==> src/design/cau_pkg.sv <==
// Shared types and constants for the contiguous unit allocator.
// Used by the unit store, the run finder and the top level; depends on nothing.
`default_nettype none

package cau_pkg;

   // Default sizing
   localparam int UNITS_DEFAULT   = 256;
   localparam int ID_BITS_DEFAULT = 8;

   // Field widths of the stream items
   localparam int ID_IN_W    = 8;
   localparam int BASE_W     = 8;
   localparam int LEN_W      = 9;
   localparam int KIND_W     = 2;
   localparam int REQ_DATA_W = 40;
   localparam int RSP_DATA_W = 32;

   // Request kinds, carried on req_tuser
   typedef enum logic [1:0] {
      REQ_MARK  = 2'd0,
      REQ_PLACE = 2'd1,
      REQ_FREE  = 2'd2,
      REQ_READ  = 2'd3
   } req_kind_type;

   // Kind of one memory unit
   typedef enum logic [KIND_W-1:0] {
      KIND_RESERVED = 2'd0,
      KIND_HOLE     = 2'd1,
      KIND_ALLOC    = 2'd2
   } unit_kind_type;

   // Control from the sequencer to the run finder, one beat per unit read
   typedef struct packed {
      logic start;   // clear the search before a sweep
      logic beat;    // read data of one unit is valid
      logic hole;    // that unit is a hole
      logic last;    // that unit is the last one of the store
   } scan_ctl_type;

endpackage

`default_nettype wire

==> src/design/cau_store.sv <==
// Unit store: one entry per memory unit holding kind, owner and segment id.
// Single write port, single read port with registered read data. Uses cau_pkg.
`default_nettype none

module cau_store
   import cau_pkg::*;
#(
   parameter int UNITS   = UNITS_DEFAULT,
   parameter int ID_BITS = ID_BITS_DEFAULT
) (
   input  wire logic                      clock,
   input  wire logic                      wr_en,
   input  wire logic [$clog2(UNITS)-1:0]  wr_addr,
   input  wire logic [KIND_W+2*ID_BITS-1:0] wr_data,
   input  wire logic                      rd_en,
   input  wire logic [$clog2(UNITS)-1:0]  rd_addr,
   output logic      [KIND_W+2*ID_BITS-1:0] rd_data
);

   localparam int DW = KIND_W + 2 * ID_BITS;

   logic [DW-1:0] unit_mem [UNITS];
   logic [DW-1:0] rd_data_ff;

   always_ff @(posedge clock) begin
      if (wr_en) begin
         unit_mem[wr_addr] <= wr_data;
      end
      if (rd_en) begin
         rd_data_ff <= unit_mem[rd_addr];
      end
   end

   assign rd_data = rd_data_ff;

endmodule

`default_nettype wire

==> config.mk <==
export PLATFORM = sky130hd
export DESIGN_NAME = cau_store
export DESIGN_NICKNAME = d
export VERILOG_FILES = /design/src/design/cau_pkg.sv /design/src/design/cau_store.sv
export SDC_FILE = /design/constraint.sdc
export NUM_CORES = 2
export LEC_CHECK = 0
export BUFFER_PORTS_ARGS = -buffer_cell sky130_fd_sc_hd__buf_2
export CELL_PAD_IN_SITES_DETAIL_PLACEMENT = 1
export CELL_PAD_IN_SITES_GLOBAL_PLACEMENT = 1
export CORE_MARGIN = 10
export CORE_UTILIZATION = 52
export CTS_CLUSTER_DIAMETER = 40
export CTS_CLUSTER_SIZE = 30
export DETAILED_ROUTE_END_ITERATION = 6
export GPL_TIMING_DRIVEN = 1
export PLACE_DENSITY = 0.78
export SYNTH_ARGS = -nofsm -noshare
export SYNTH_HDL_FRONTEND = slang
export SYNTH_MEMORY_MAX_BITS = 65536
export SYNTH_SLANG_ARGS = --single-unit
==> constraint.sdc <==
create_clock -name clock -period 3.6 [get_ports clock]
set_input_delay 0.36 -clock clock [delete_from_list [all_inputs] [get_ports clock]]
set_output_delay 0.36 -clock clock [all_outputs]
set_load 0.01 [all_outputs]
==> out/metrics.cfg <==
[pwr]
total_power_mw=122.0
irDropWorstVdd_mv=0.5486
p_leak_nw=67.35
power_density_nw_per_um2=587.0

[die]
core_um2=342400
fp-row-count=215
die_y_um=605.7
die_w_um=605.7
dieArea_um2=366900
pin_count=55
start_util=0.5210

[synth]
yosysMostFrequentCell=edfxtp_1
ys_seq_area_frac=0.7787
synth_nets=8318
synth-seq-cells=4626
yosysWarnings=0
synth-edff-count=4626
syn_area_um2=178400
async_reset_ff_frac=0
synthTopCellsByCount=4626 x edfxtp_1, 864 x mux4_2, 792 x mux2i_1
synth-main-ff-cell=edfxtp_1
synth_cells=8281
synth_area_leader_cell=edfxtp_1
ys_types=40
avgSynthCellArea_um2=21.54
yosysTopAreaCellShare=0.7787
synth_area_leaders=edfxtp_1 78%, mux4_2 11%, mux2i_1 4.4%

[worst_setup_path]
cp.arrival_ns=4.21
cp-start-kind=flip-flop
cpPeakStageDelay_ns=1.07
crit_family=simple AND/OR/NAND/NOR gates
path_buf_inv=0
path_cells=mux2i_1 -> o221ai_1 -> nor3_1 -> nor4_1 -> nand2_1 -> nand4b_1 -> nor4_2
rrSetupSlack_ns=0.27
endpoint_kind=flip-flop
critPathMaxFanout=2
reg2reg_depth=7
required_ns=4.48
reg2reg_to=rd_data[7]
crit_type=reg -> reg
rr_startpoint=unit_mem[248][7]
cp_slowest_cell=nor4_1

[placement]
gp_congestion=0.8878
portBuffers=54
dp_hpwl_um=320700

[run]
timing.max_cap.violations=0

[grt]
antenna_found_initial=43
grt_max_degree=138
track_usage=0.3125
grt_pass1_wl_um=816200
globalRouteOverflowTotal=0
grt_pass1_vias=103200

[clocking]
cts_root_buf=clkbuf_16
clock_sinks=4626
numCtsBuffers=520
cts_tree=done
cts-htree-levels=6
cts_setup_buffers=0
clock_latency_ns=1.08
path_clk_slew_ns=0.07
clk_path_buf_depth=4

[min_path]
min_path_cells=4
min_to=unit_mem[195][17]
hold_class=in -> reg
hp-start=wr_addr[1]

[route]
drtAntennaViolNets=0
dr.pass1.iters=6
vias=100300
drc=0
via_per_inst=7.064
wl_per_cell_um=41.46
drt-initial-drc-count=17710
wl_um=588700

[layout]
layout-drive-gt1-share=0.2902
area_growth_pct=16.52
fin_util=0.6070
finalNetCount=9228

[timing]
slew_headroom=0.02829
drv_slew=0
setup_viol=0
period_share=0.9260
worstMarginPinSlew_ns=1.458
fmax_mhz=300.0
fin_skew_ns=0.09569
rsz0062_at_grt=false
hold_viol=0
fin_crit_ns=3.334

[status]
status=completed

[power breakdown]
part | internal (mW) | switching (mW)
Sequential | 59.4 | 0.122
Clock | 32.2 | 23.9
Combinational | 2.19 | 4.27
Total | 93.7 | 28.3
[worst min-delay path: cells and delay by family]
family | cells | cell delay (ns)
simple gates | 2 | 0.26
buf+inv | 2 | 0.42
[placed cells by master (no fill, tap or decap), types with 159 or more instances in the layout]
cell and instances:
nor2_2 174, edfxtp_1 4626, mux2i_1 792, o22ai_1 238, buf_4 682, o221ai_1 317, mux4_2 864, nor3_1 159
clkbuf_16 537, a21oi_1 190
[area by class of cell]
type	count	area, µm²
fillers	28090	134600
repair buffers	884	8398
multi-input cells	3155	36920
inverters	4	27.53
flip-flops and latches	4626	138900
clock inverters	371	4279
clock buffers	575	13580
diodes	26	65.06
well taps	4557	5702
[per-layer routing]
layer  track usage  wire [µm]  vias up
met2        0.4959     280600     9105
li1              -          -    37100
met3       0.07517      70890     1924
met1        0.3964     194700    52130
met4        0.1828      42290       26
met5             0        166        -
[through the flow]
stage                     worst slack [ns]  TNS, ns  hold slack, ns  area, µm²  cells
after floorplan                     0.9882        0          0.4589     178400   8281
after global placement             -0.4110   -1.590          0.7543     189800  13210
after detailed placement           -0.4053   -1.896          0.7651     189800  13210
after CTS                           0.5898        0         0.09833     207800  14170
after global routing                0.2871        0          0.1773     207800  14180
final                               0.2664        0          0.1745     207900  14200
[worst max path at each step]
stage,start,endpoint,cells past startpoint
final,unit_mem[248][7],rd_data[7],7
after global placement,rd_addr[0],rd_data[8],9
after detailed placement,rd_addr[0],rd_data[1],12
after global routing,unit_mem[248][7],rd_data[7],7
after floorplan,wr_addr[3],unit_mem[235][0],6
after CTS,unit_mem[191][5],rd_data[5],6
[flip-flops by register name, indices dropped and copies added (netlist names)]
name / flops
rd_data: 18
unit_mem: 4608
[cells by family after synthesis]
| family | Yosys count | share of synthesized area |
|---|---|---|
| compound gates | 862 | 0.03403 |
| buf+inv | 500 | 0.01725 |
| flops | 4626 | 0.7787 |
| mux | 1656 | 0.1535 |
| simple gates | 637 | 0.01657 |
[timing repair]
item / CTS / global route
endpoints found under the hold margin: 1207 / 0
resized for setup: 0 / 0
hold buffers: 19 / 0
Power figures use the tool's default switching activity.
