`config.mk`:
```
export PLATFORM = sky130hd
export DESIGN_NAME = cau_fit
export DESIGN_NICKNAME = d
export VERILOG_FILES = /design/src/design/cau_pkg.sv /design/src/design/cau_fit.sv
export SDC_FILE = /design/constraint.sdc
export NUM_CORES = 1
export LEC_CHECK = 0
export BUFFER_PORTS_ARGS = -buffer_cell sky130_fd_sc_hd__buf_2
export CORE_MARGIN = 10
export CORE_UTILIZATION = 52
export DETAILED_ROUTE_END_ITERATION = 8
export GPL_ROUTABILITY_DRIVEN = 0
export PLACE_DENSITY = 0.73
export SETUP_SLACK_MARGIN = 0.5
export SYNTH_ARGS = -nofsm -noshare
export SYNTH_HDL_FRONTEND = slang
export SYNTH_SLANG_ARGS = --single-unit
```
`constraint.sdc`:
```
create_clock -name clock -period 3 [get_ports clock]
set_input_delay 0.45 -clock clock [delete_from_list [all_inputs] [get_ports clock]]
set_output_delay 0.45 -clock clock [all_outputs]
set_load 0.01 [all_outputs]
```
`src/design/cau_pkg.sv`:
```
// Shared types and constants for the contiguous unit allocator.
// Used by the unit store, the run finder and the top level; depends on nothing.
`default_nettype none

package cau_pkg;

   // Default sizing
   localparam int UNITS_DEFAULT   = 256;
   localparam int ID_BITS_DEFAULT = 8;

   // Field widths of the stream items
   localparam int ID_IN_W    = 8;
   localparam int BASE_W     = 8;
   localparam int LEN_W      = 9;
   localparam int KIND_W     = 2;
   localparam int REQ_DATA_W = 40;
   localparam int RSP_DATA_W = 32;

   // Request kinds, carried on req_tuser
   typedef enum logic [1:0] {
      REQ_MARK  = 2'd0,
      REQ_PLACE = 2'd1,
      REQ_FREE  = 2'd2,
      REQ_READ  = 2'd3
   } req_kind_type;

   // Kind of one memory unit
   typedef enum logic [KIND_W-1:0] {
      KIND_RESERVED = 2'd0,
      KIND_HOLE     = 2'd1,
      KIND_ALLOC    = 2'd2
   } unit_kind_type;

   // Control from the sequencer to the run finder, one beat per unit read
   typedef struct packed {
      logic start;   // clear the search before a sweep
      logic beat;    // read data of one unit is valid
      logic hole;    // that unit is a hole
      logic last;    // that unit is the last one of the store
   } scan_ctl_type;

endpackage

`default_nettype wire

```
`src/design/cau_fit.sv`:
```
// Run finder: tracks runs of hole units over a sweep and keeps the chosen run.
// First fit keeps the lowest qualifying run, best fit the shortest. Uses cau_pkg.
`default_nettype none

module cau_fit
   import cau_pkg::*;
#(
   parameter int UNITS = UNITS_DEFAULT
) (
   input  wire logic                     clock,
   input  wire logic                     reset,
   input  wire scan_ctl_type             ctl,
   input  wire logic [$clog2(UNITS)-1:0] beat_addr,
   input  wire logic [LEN_W-1:0]         need,
   input  wire logic                     best_fit,
   output logic                          found,
   output logic [$clog2(UNITS)-1:0]      where
);

   localparam int AW = $clog2(UNITS);
   localparam int LW = AW + 1;
   localparam int CW = (LW > LEN_W) ? LW : LEN_W;

   logic [LW-1:0] run_len_ff, run_len_in;
   logic [AW-1:0] run_start_ff, run_start_in;
   logic [LW-1:0] best_len_ff, best_len_in;
   logic [AW-1:0] best_base_ff, best_base_in;
   logic          found_ff, found_in;

   logic [LW-1:0] len_inc;
   logic [AW-1:0] start_inc;
   logic [LW-1:0] cand_len;
   logic [AW-1:0] cand_start;
   logic          run_ends;
   logic          fits;

   always_comb begin
      len_inc    = run_len_ff + LW'(1);
      start_inc  = (run_len_ff == '0) ? beat_addr : run_start_ff;
      cand_len   = ctl.hole ? len_inc : run_len_ff;
      cand_start = ctl.hole ? start_inc : run_start_ff;
      run_ends   = !ctl.hole || ctl.last;
      fits       = (cand_len != '0) && (CW'(cand_len) >= CW'(need));

      run_len_in   = run_len_ff;
      run_start_in = run_start_ff;
      best_len_in  = best_len_ff;
      best_base_in = best_base_ff;
      found_in     = found_ff;

      if (ctl.start) begin
         run_len_in   = '0;
         run_start_in = '0;
         best_len_in  = '0;
         best_base_in = '0;
         found_in     = 1'b0;
      end else if (ctl.beat) begin
         // a closed run competes; first fit never replaces its first pick
         if (run_ends && fits && (!found_ff || (best_fit && cand_len < best_len_ff))) begin
            found_in     = 1'b1;
            best_len_in  = cand_len;
            best_base_in = cand_start;
         end
         run_len_in   = (ctl.hole && !ctl.last) ? len_inc : '0;
         run_start_in = start_inc;
      end
   end

   always_ff @(posedge clock) begin
      if (reset) begin
         found_ff   <= 1'b0;
         run_len_ff <= '0;
      end else begin
         found_ff   <= found_in;
         run_len_ff <= run_len_in;
      end
      run_start_ff <= run_start_in;
      best_len_ff  <= best_len_in;
      best_base_ff <= best_base_in;
   end

   assign found = found_ff;
   assign where = best_base_ff;

endmodule

`default_nettype wire
```
==> results.py, run 1 <==
metrics = {
    "routing": {
        "vias": 2112,
        "drt_first_pass_iters": 4,
        "postRouteAntennaNets": 0,
        "viasPerCell": 5.39,
        "wl_per_cell_microns": 15.5,
        "drt_drc_violations_left": 0,
        "drt_iter0_drc": 91,
        "routed_wl_mm": 6.09,
    },
    "critical_path": {
        "crit_buf_inv": 3,
        "worstPathCellList": "and4_4 -> and3_4 -> xnor2_4 -> inv_2 -> ha_4 -> and3_4 -> a221oi_4 -> a22oi_2 -> a211oi_2 -> a211oi_4 -> buf_6 -> clkbuf_16 -> mux2_4",
        "crit_type": "reg2reg",
        "cp.depth": 13,
        "cpMostUsedCell": "and3_4",
        "arrival_ns": 3.18,
        "rr_worst_depth": 13,
        "endpoint_kind": "flop",
        "worst_setup_path_start_kind": "flop",
        "max_stage_delay_ns": 0.39,
        "slowest_stage": "dfxtp_4",
        "crit_fanout": 6,
        "worst_ep_required_time_ns": 3.18,
        "crit_family": "compound AO/OA/AOI/OAI gates",
    },
    "die": {
        "io_pins": 33,
        "die_y_microns": 86.8,
        "start_util_pct": 53.6,
        "dieWidth_microns": 86.8,
        "die_area_sq_um": 7530,
        "num_rows": 24,
        "core_area_sq_um": 4320,
    },
    "cells_and_area": {
        "drive_gt1_share_pct": 41.2,
        "antennaDiodeCount": 0,
        "nets": 378,
        "stdcell_count": 392,
        "syn2layout_area_growth_pct": 36.3,
    },
    "sta": {
        "fmax_mhz": 333,
        "setup_violations": 0,
        "fin_skew_ns": 0.00878,
        "max-slew-margin-rel_pct": 63.3,
        "finalHoldViolCount": 0,
        "slew_violations": 0,
        "setup_slack_ns": 0.000665,
        "tightest_slew_ns": 0.547,
        "min_period_over_period_pct": 100,
        "grt_setup_unrepaired": "yes",
        "setup_tns_ns": 0,
        "post-route-min-period_ns": 3.00,
    },
    "clock_network": {
        "insertion_delay_ns": 0.29,
        "htreeDepth": 2,
        "path_clk_slew_ns": 0.08,
        "cts_tree": "built",
        "clockBufferDepth": 2,
        "cts_made_buffers": 5,
        "cts.sinks": 35,
        "root_buffer": "clkbuf_8",
    },
    "min_path": {
        "hold_depth": 3,
        "min_path_type": "in2reg",
    },
    "synthesis": {
        "ys_warn_count": 0,
        "synth_most_common_cell": "nor2_1",
        "postSynthAreaPerCell_sq_um": 8.68,
        "synth_area_leader_cell": "dfxtp_1",
        "yosysTopAreaCellShare_pct": 30.2,
        "synth_edf_count": 0,
        "synth.area.top_cells": "dfxtp_1 30%, mux2i_1 8.2%, ha_1 8.1%",
        "ys_ff_latch": 35,
        "netlist_area_sq_um": 2320,
        "yosysSeqAreaShare_pct": 30.2,
        "synthArstFlopShare_pct": 0,
        "synth_cells": 267,
        "synth_nets": 306,
        "yosys-top-cells-count": "41 x nor2_1, 35 x dfxtp_1, 22 x inv_1",
        "synth.distinct_cells": 47,
        "synth_flop_cell": "dfxtp_1",
    },
    "power": {
        "combPwrFrac_pct": 12.1,
        "netSwitchingFraction_pct": 25.9,
        "p_total_uw": 921,
        "seq_power_share_pct": 51.4,
        "clockPowerShare_pct": 36.4,
        "vdd_ir_drop_max_mv": 0.311,
        "switchingPower_uw": 239,
        "power_density_nw_per_um2": 292,
        "p_leak_uw": 0.00149,
        "internal_power_uw": 682,
    },
    "place": {
        "numPortBuffers": 32,
        "dp_hpwl_mm": 4.00,
        "placedCellCount": 372,
        "place_ws_ns": -0.439,
    },
    "global_route": {
        "grt_use_total_pct": 15.1,
        "grt_pass1_vias": 2087,
        "grt_overflow": 0,
        "grt_pass1_wl_mm": 9.49,
        "antenna_found_initial": 0,
        "grt_max_degree": 26,
    },
    "run_status": {
        "status": "finished, final reports clean",
    },
    "flow_run": {
        "max_cap_viol_count": 0,
    },
}
state kept, by name, indices dropped and copies added (netlist names):
| name | count |
|---|---|
| run_start_ff | 8 |
| best_len_ff | 9 |
| found | 1 |
| where | 8 |
| run_len_ff | 9 |
cells by family (layout without fill, tap and decap cells):
| logic type | count (synthesis) | count (layout) | share of synthesized area (%) |
|---|---|---|---|
| DFF | 35 | 35 | 30.2 |
| and+or+nand+nor | 97 | 97 | 20.7 |
| AOI/OAI and AO/OA | 39 | 39 | 11.8 |
| adders and majority gates | 16 | 16 | 8.53 |
| buffers and inverters | 37 | 110 | 7.99 |
| xor gates and xnor gates | 10 | 10 | 4.59 |
| muxes | 33 | 33 | 16.1 |
layout by cell type (no fill, tap or decap), types with 3 or more instances in the layout:
master    instances
and3_4            3
nor4_1            3
o21ai_0           7
inv_1            21
buf_2            32
a21oi_1          10
nor2_1           40
o21ai_2           4
mux2_2            6
ha_4              5
nor2b_1          13
nand3_1           6
clkbuf_8          5
xnor2_1           3
dfxtp_1          31
buf_4            41
mux2_4            8
mux2i_1          19
xnor2_2           3
buf_6             4
nand2_1          16
ha_1             10
metal layers:
metal | wire length, microns | track usage [%] | share of wire, % | vias up
met2 | 3290 | 27.5 | 54 | 44
li1 | - | - | - | 1053
met5 | 0 | 0 | 0 | -
met1 | 2460 | 16.7 | 40 | 1002
met3 | 255 | 4.03 | 4.2 | 13
met4 | 86 | 4.42 | 1.4 | 0
cell type report:
class | instances | area (sq um)
Tap cell | 52 | 65.1
Clock inverter | 1 | 5.00
Timing Repair Buffer | 80 | 573
Inverter | 22 | 82.6
Multi-Input combinational cell | 195 | 1650
Fill cell | 315 | 1170
Sequential cell | 35 | 711
Clock buffer | 7 | 76.3
worst min-delay path: stages:
cell	delay (ns)
buf_2	0.08
mux2i_1	0.05
nor2_1	0.07
power groups by stage:
stage / Combinational [uW] / Clock, uW / Sequential [uW]
floorplan: 60.8 / 0 / 485
global placement: 95.0 / 0 / 485
detailed placement: 97.4 / 0 / 486
CTS: 104 / 337 / 474
global route: 122 / 357 / 474
finish: 112 / 336 / 474
timing repair:
item | CTS | global route
gates resized for setup | 23 | 16
pin swaps | 4 | 17
gates cloned | 0 | 1
setup endpoints to repair | 18 | 18
buffers inserted | 5 | 6
hold buffers | 0 | 0
worst paths after layout:
check	startpoint	to	slack, ns
min reg2reg	best_len_ff[1]	best_len_ff[1]	0.47
max	run_len_ff[1]	where[4]	0.0007
min	beat_addr[5]	run_start_ff[5]	0.41
max reg2reg	run_len_ff[1]	where[4]	0.0007
per-stage QoR:
stage                     utilization (%)  hold WS, ns  instance area [sq um]
after floorplan                         -        0.435                   2360
after global placement               63.6        0.446                   2750
after detailed placement             63.6        0.452                   2750
after CTS                            69.6        0.408                   3010
after global routing                 73.0        0.408                   3160
final                                73.0        0.406                   3160
(Power assumes the default switching activity.)
==> run 2: changes to the inputs <==
--- a/config.mk
+++ b/config.mk
@@ -5,7 +5,7 @@
 export SDC_FILE = /design/constraint.sdc
 export NUM_CORES = 1
 export LEC_CHECK = 0
-export BUFFER_PORTS_ARGS = -buffer_cell sky130_fd_sc_hd__buf_2
+export BUFFER_PORTS_ARGS = -buffer_cell sky130_fd_sc_hd__clkbuf_2
 export CORE_MARGIN = 10
 export CORE_UTILIZATION = 52
 export DETAILED_ROUTE_END_ITERATION = 8
==> run 2 against run 1 <==
Clock power is 28% higher. Fmax is 4.7% higher. Count of clock-buffer cells in the layout is 2 lower. Via count is 4.8% lower. Cell count is 1.0% lower. Combinational power is 7% lower. Utilization is 0.38 points lower. Largest cell class unchanged.
==> results.py, run 2 (synthesis gave the netlist of run 1 again) <==
metrics = {
    "die": {
        "dieWidth_microns": 86.8,
        "die_y_microns": 86.8,
        "start_util_pct": 53.6,
        "num_rows": 24,
        "io_pins": 33,
        "core_area_sq_um": 4320,
        "die_area_sq_um": 7530,
    },
    "critical_path": {
        "arrival_ns": 3.06,
        "ff2ff_setup_slack_ns": 0.14,
        "worstPathCellList": "and3_4 -> nand2_4 -> xnor2_2 -> ha_1 -> a21o_1 -> a211o_1 -> o22ai_2 -> maj3_2 -> o2111ai_4 -> a211oi_4 -> buf_6 -> mux2_2",
        "crit_type": "reg2reg",
        "worst_setup_path_start_kind": "flop",
        "crit_fanout": 7,
        "r2r-start": "run_len_ff[1]",
        "rr_worst_depth": 12,
        "r2r_end": "best_len_ff[8]",
        "endpoint_kind": "flop",
        "slowest_stage": "dfxtp_4",
        "worst_ep_required_time_ns": 3.20,
        "max_stage_delay_ns": 0.39,
    },
    "sta": {
        "hold_ws_ns": 0.392,
        "setup_slack_ns": 0.135,
        "finalHoldViolCount": 0,
        "fin_skew_ns": 0.0105,
        "max-slew-margin-rel_pct": 54.0,
        "grt_setup_unrepaired": "yes",
        "slew_violations": 0,
        "tightest_slew_ns": 0.689,
        "post-route-min-period_ns": 2.86,
        "setup_violations": 0,
        "min_period_over_period_pct": 95.5,
        "fmax_mhz": 349,
    },
    "clock_network": {
        "insertion_delay_ns": 0.30,
        "path_clk_slew_ns": 0.08,
        "cts.sinks": 35,
        "hold_buffers": 0,
        "htreeDepth": 2,
        "cts_made_buffers": 5,
        "clockBufferDepth": 2,
        "root_buffer": "clkbuf_8",
        "cts_tree": "built",
    },
    "global_route": {
        "grt_use_total_pct": 15.4,
        "grt_overflow": 0,
        "grt_max_degree": 38,
        "grt_pass1_vias": 2052,
        "antenna_found_initial": 0,
        "grt_pass1_wl_mm": 9.55,
    },
    "place": {
        "place_ws_ns": -0.422,
        "dp_hpwl_mm": 4.05,
        "dpl_cell_area_sq_um": 2710,
        "numPortBuffers": 32,
    },
    "cells_and_area": {
        "drive_gt1_share_pct": 41.7,
        "syn2layout_area_growth_pct": 35.6,
        "nets": 374,
        "top_regs": "best_len_ff: 9 flops, run_len_ff: 9 flops",
        "fin_area_sq_um": 3140,
        "antennaDiodeCount": 0,
        "layout_commonest_cell": "buf_4",
        "layout_common_cells": "40 x buf_4, 39 x nor2_1, 32 x clkbuf_2",
        "final_util_pct": 72.7,
    },
    "flow_run": {
        "max_cap_viol_count": 0,
    },
    "routing": {
        "viasPerCell": 5.18,
        "wl_per_cell_microns": 14.4,
        "routed_wl_mm": 5.60,
        "postRouteAntennaNets": 0,
        "vias": 2011,
        "drt_iter0_drc": 108,
        "drt_first_pass_iters": 4,
        "drt_drc_violations_left": 0,
    },
    "min_path": {
        "min_path_type": "in2reg",
        "min-delay-start": "beat_addr[2]",
        "hold_depth": 3,
        "hold_path_end": "run_start_ff[2]",
    },
    "power": {
        "vdd_ir_drop_max_mv": 0.321,
        "p_leak_uw": 0.00148,
        "power_density_nw_per_um2": 321,
        "p_total_uw": 1010,
    },
    "run_status": {
        "status": "finished, final reports clean",
    },
}
[run 2: critical path, delay by kind of cell (launching register included)]
kind | cells | cell delay (ns)
compound gates | 5 | 0.93
xor+xnor | 1 | 0.14
fa+ha+maj | 2 | 0.53
buf+inv | 1 | 0.19
flops | 1 | 0.39
mux | 1 | 0.33
simple gates | 2 | 0.26
[run 2: power breakdown]
part	switching, uW	internal (uW)
sequential	3.83	469
combinational	57.7	46.7
clock	183	247
total	245	763
[run 2: through the flow]
step                      TNS, ns  std cells
after floorplan            -0.326        267
after detailed placement    -5.96        367
after global placement      -5.23        367
after CTS                       0        386
after global routing            0        388
final                           0        388
[run 2: metal layers]
metal	up-vias	global-route usage, %	part of all wire (%)
met4	0	4.86	0.80
li1	1048	-	-
met3	5	4.03	3.6
met5	-	0	0
met2	24	28.5	54
met1	934	16.5	42
[run 2: cell type report]
cell class / count / area (sq um)
multi-input cells: 195 / 1660
fillers: 325 / 1180
flip-flops and latches: 35 / 713
repair buffers: 76 / 505
inverters: 22 / 82.6
clock buffers: 5 / 68.8
well taps: 52 / 65.1
clock inverters: 3 / 43.8
[run 2: timing repair]
action,CTS,global route
gates resized for setup,33,9
pin swaps,16,9
setup buffers,11,2
setup endpoints to repair,18,18
[run 2: worst max-delay path by stage]
stage / start / end / slack [ns]
floorplan: run_len_ff[1] / best_len_ff[0] / -0.05
global placement: ctl[1] / where[7] / -0.34
detailed placement: ctl[1] / best_len_ff[3] / -0.42
CTS: run_len_ff[1] / where[4] / 0.15
global route: run_len_ff[1] / best_len_ff[8] / 0.04
finish: run_len_ff[1] / best_len_ff[8] / 0.14
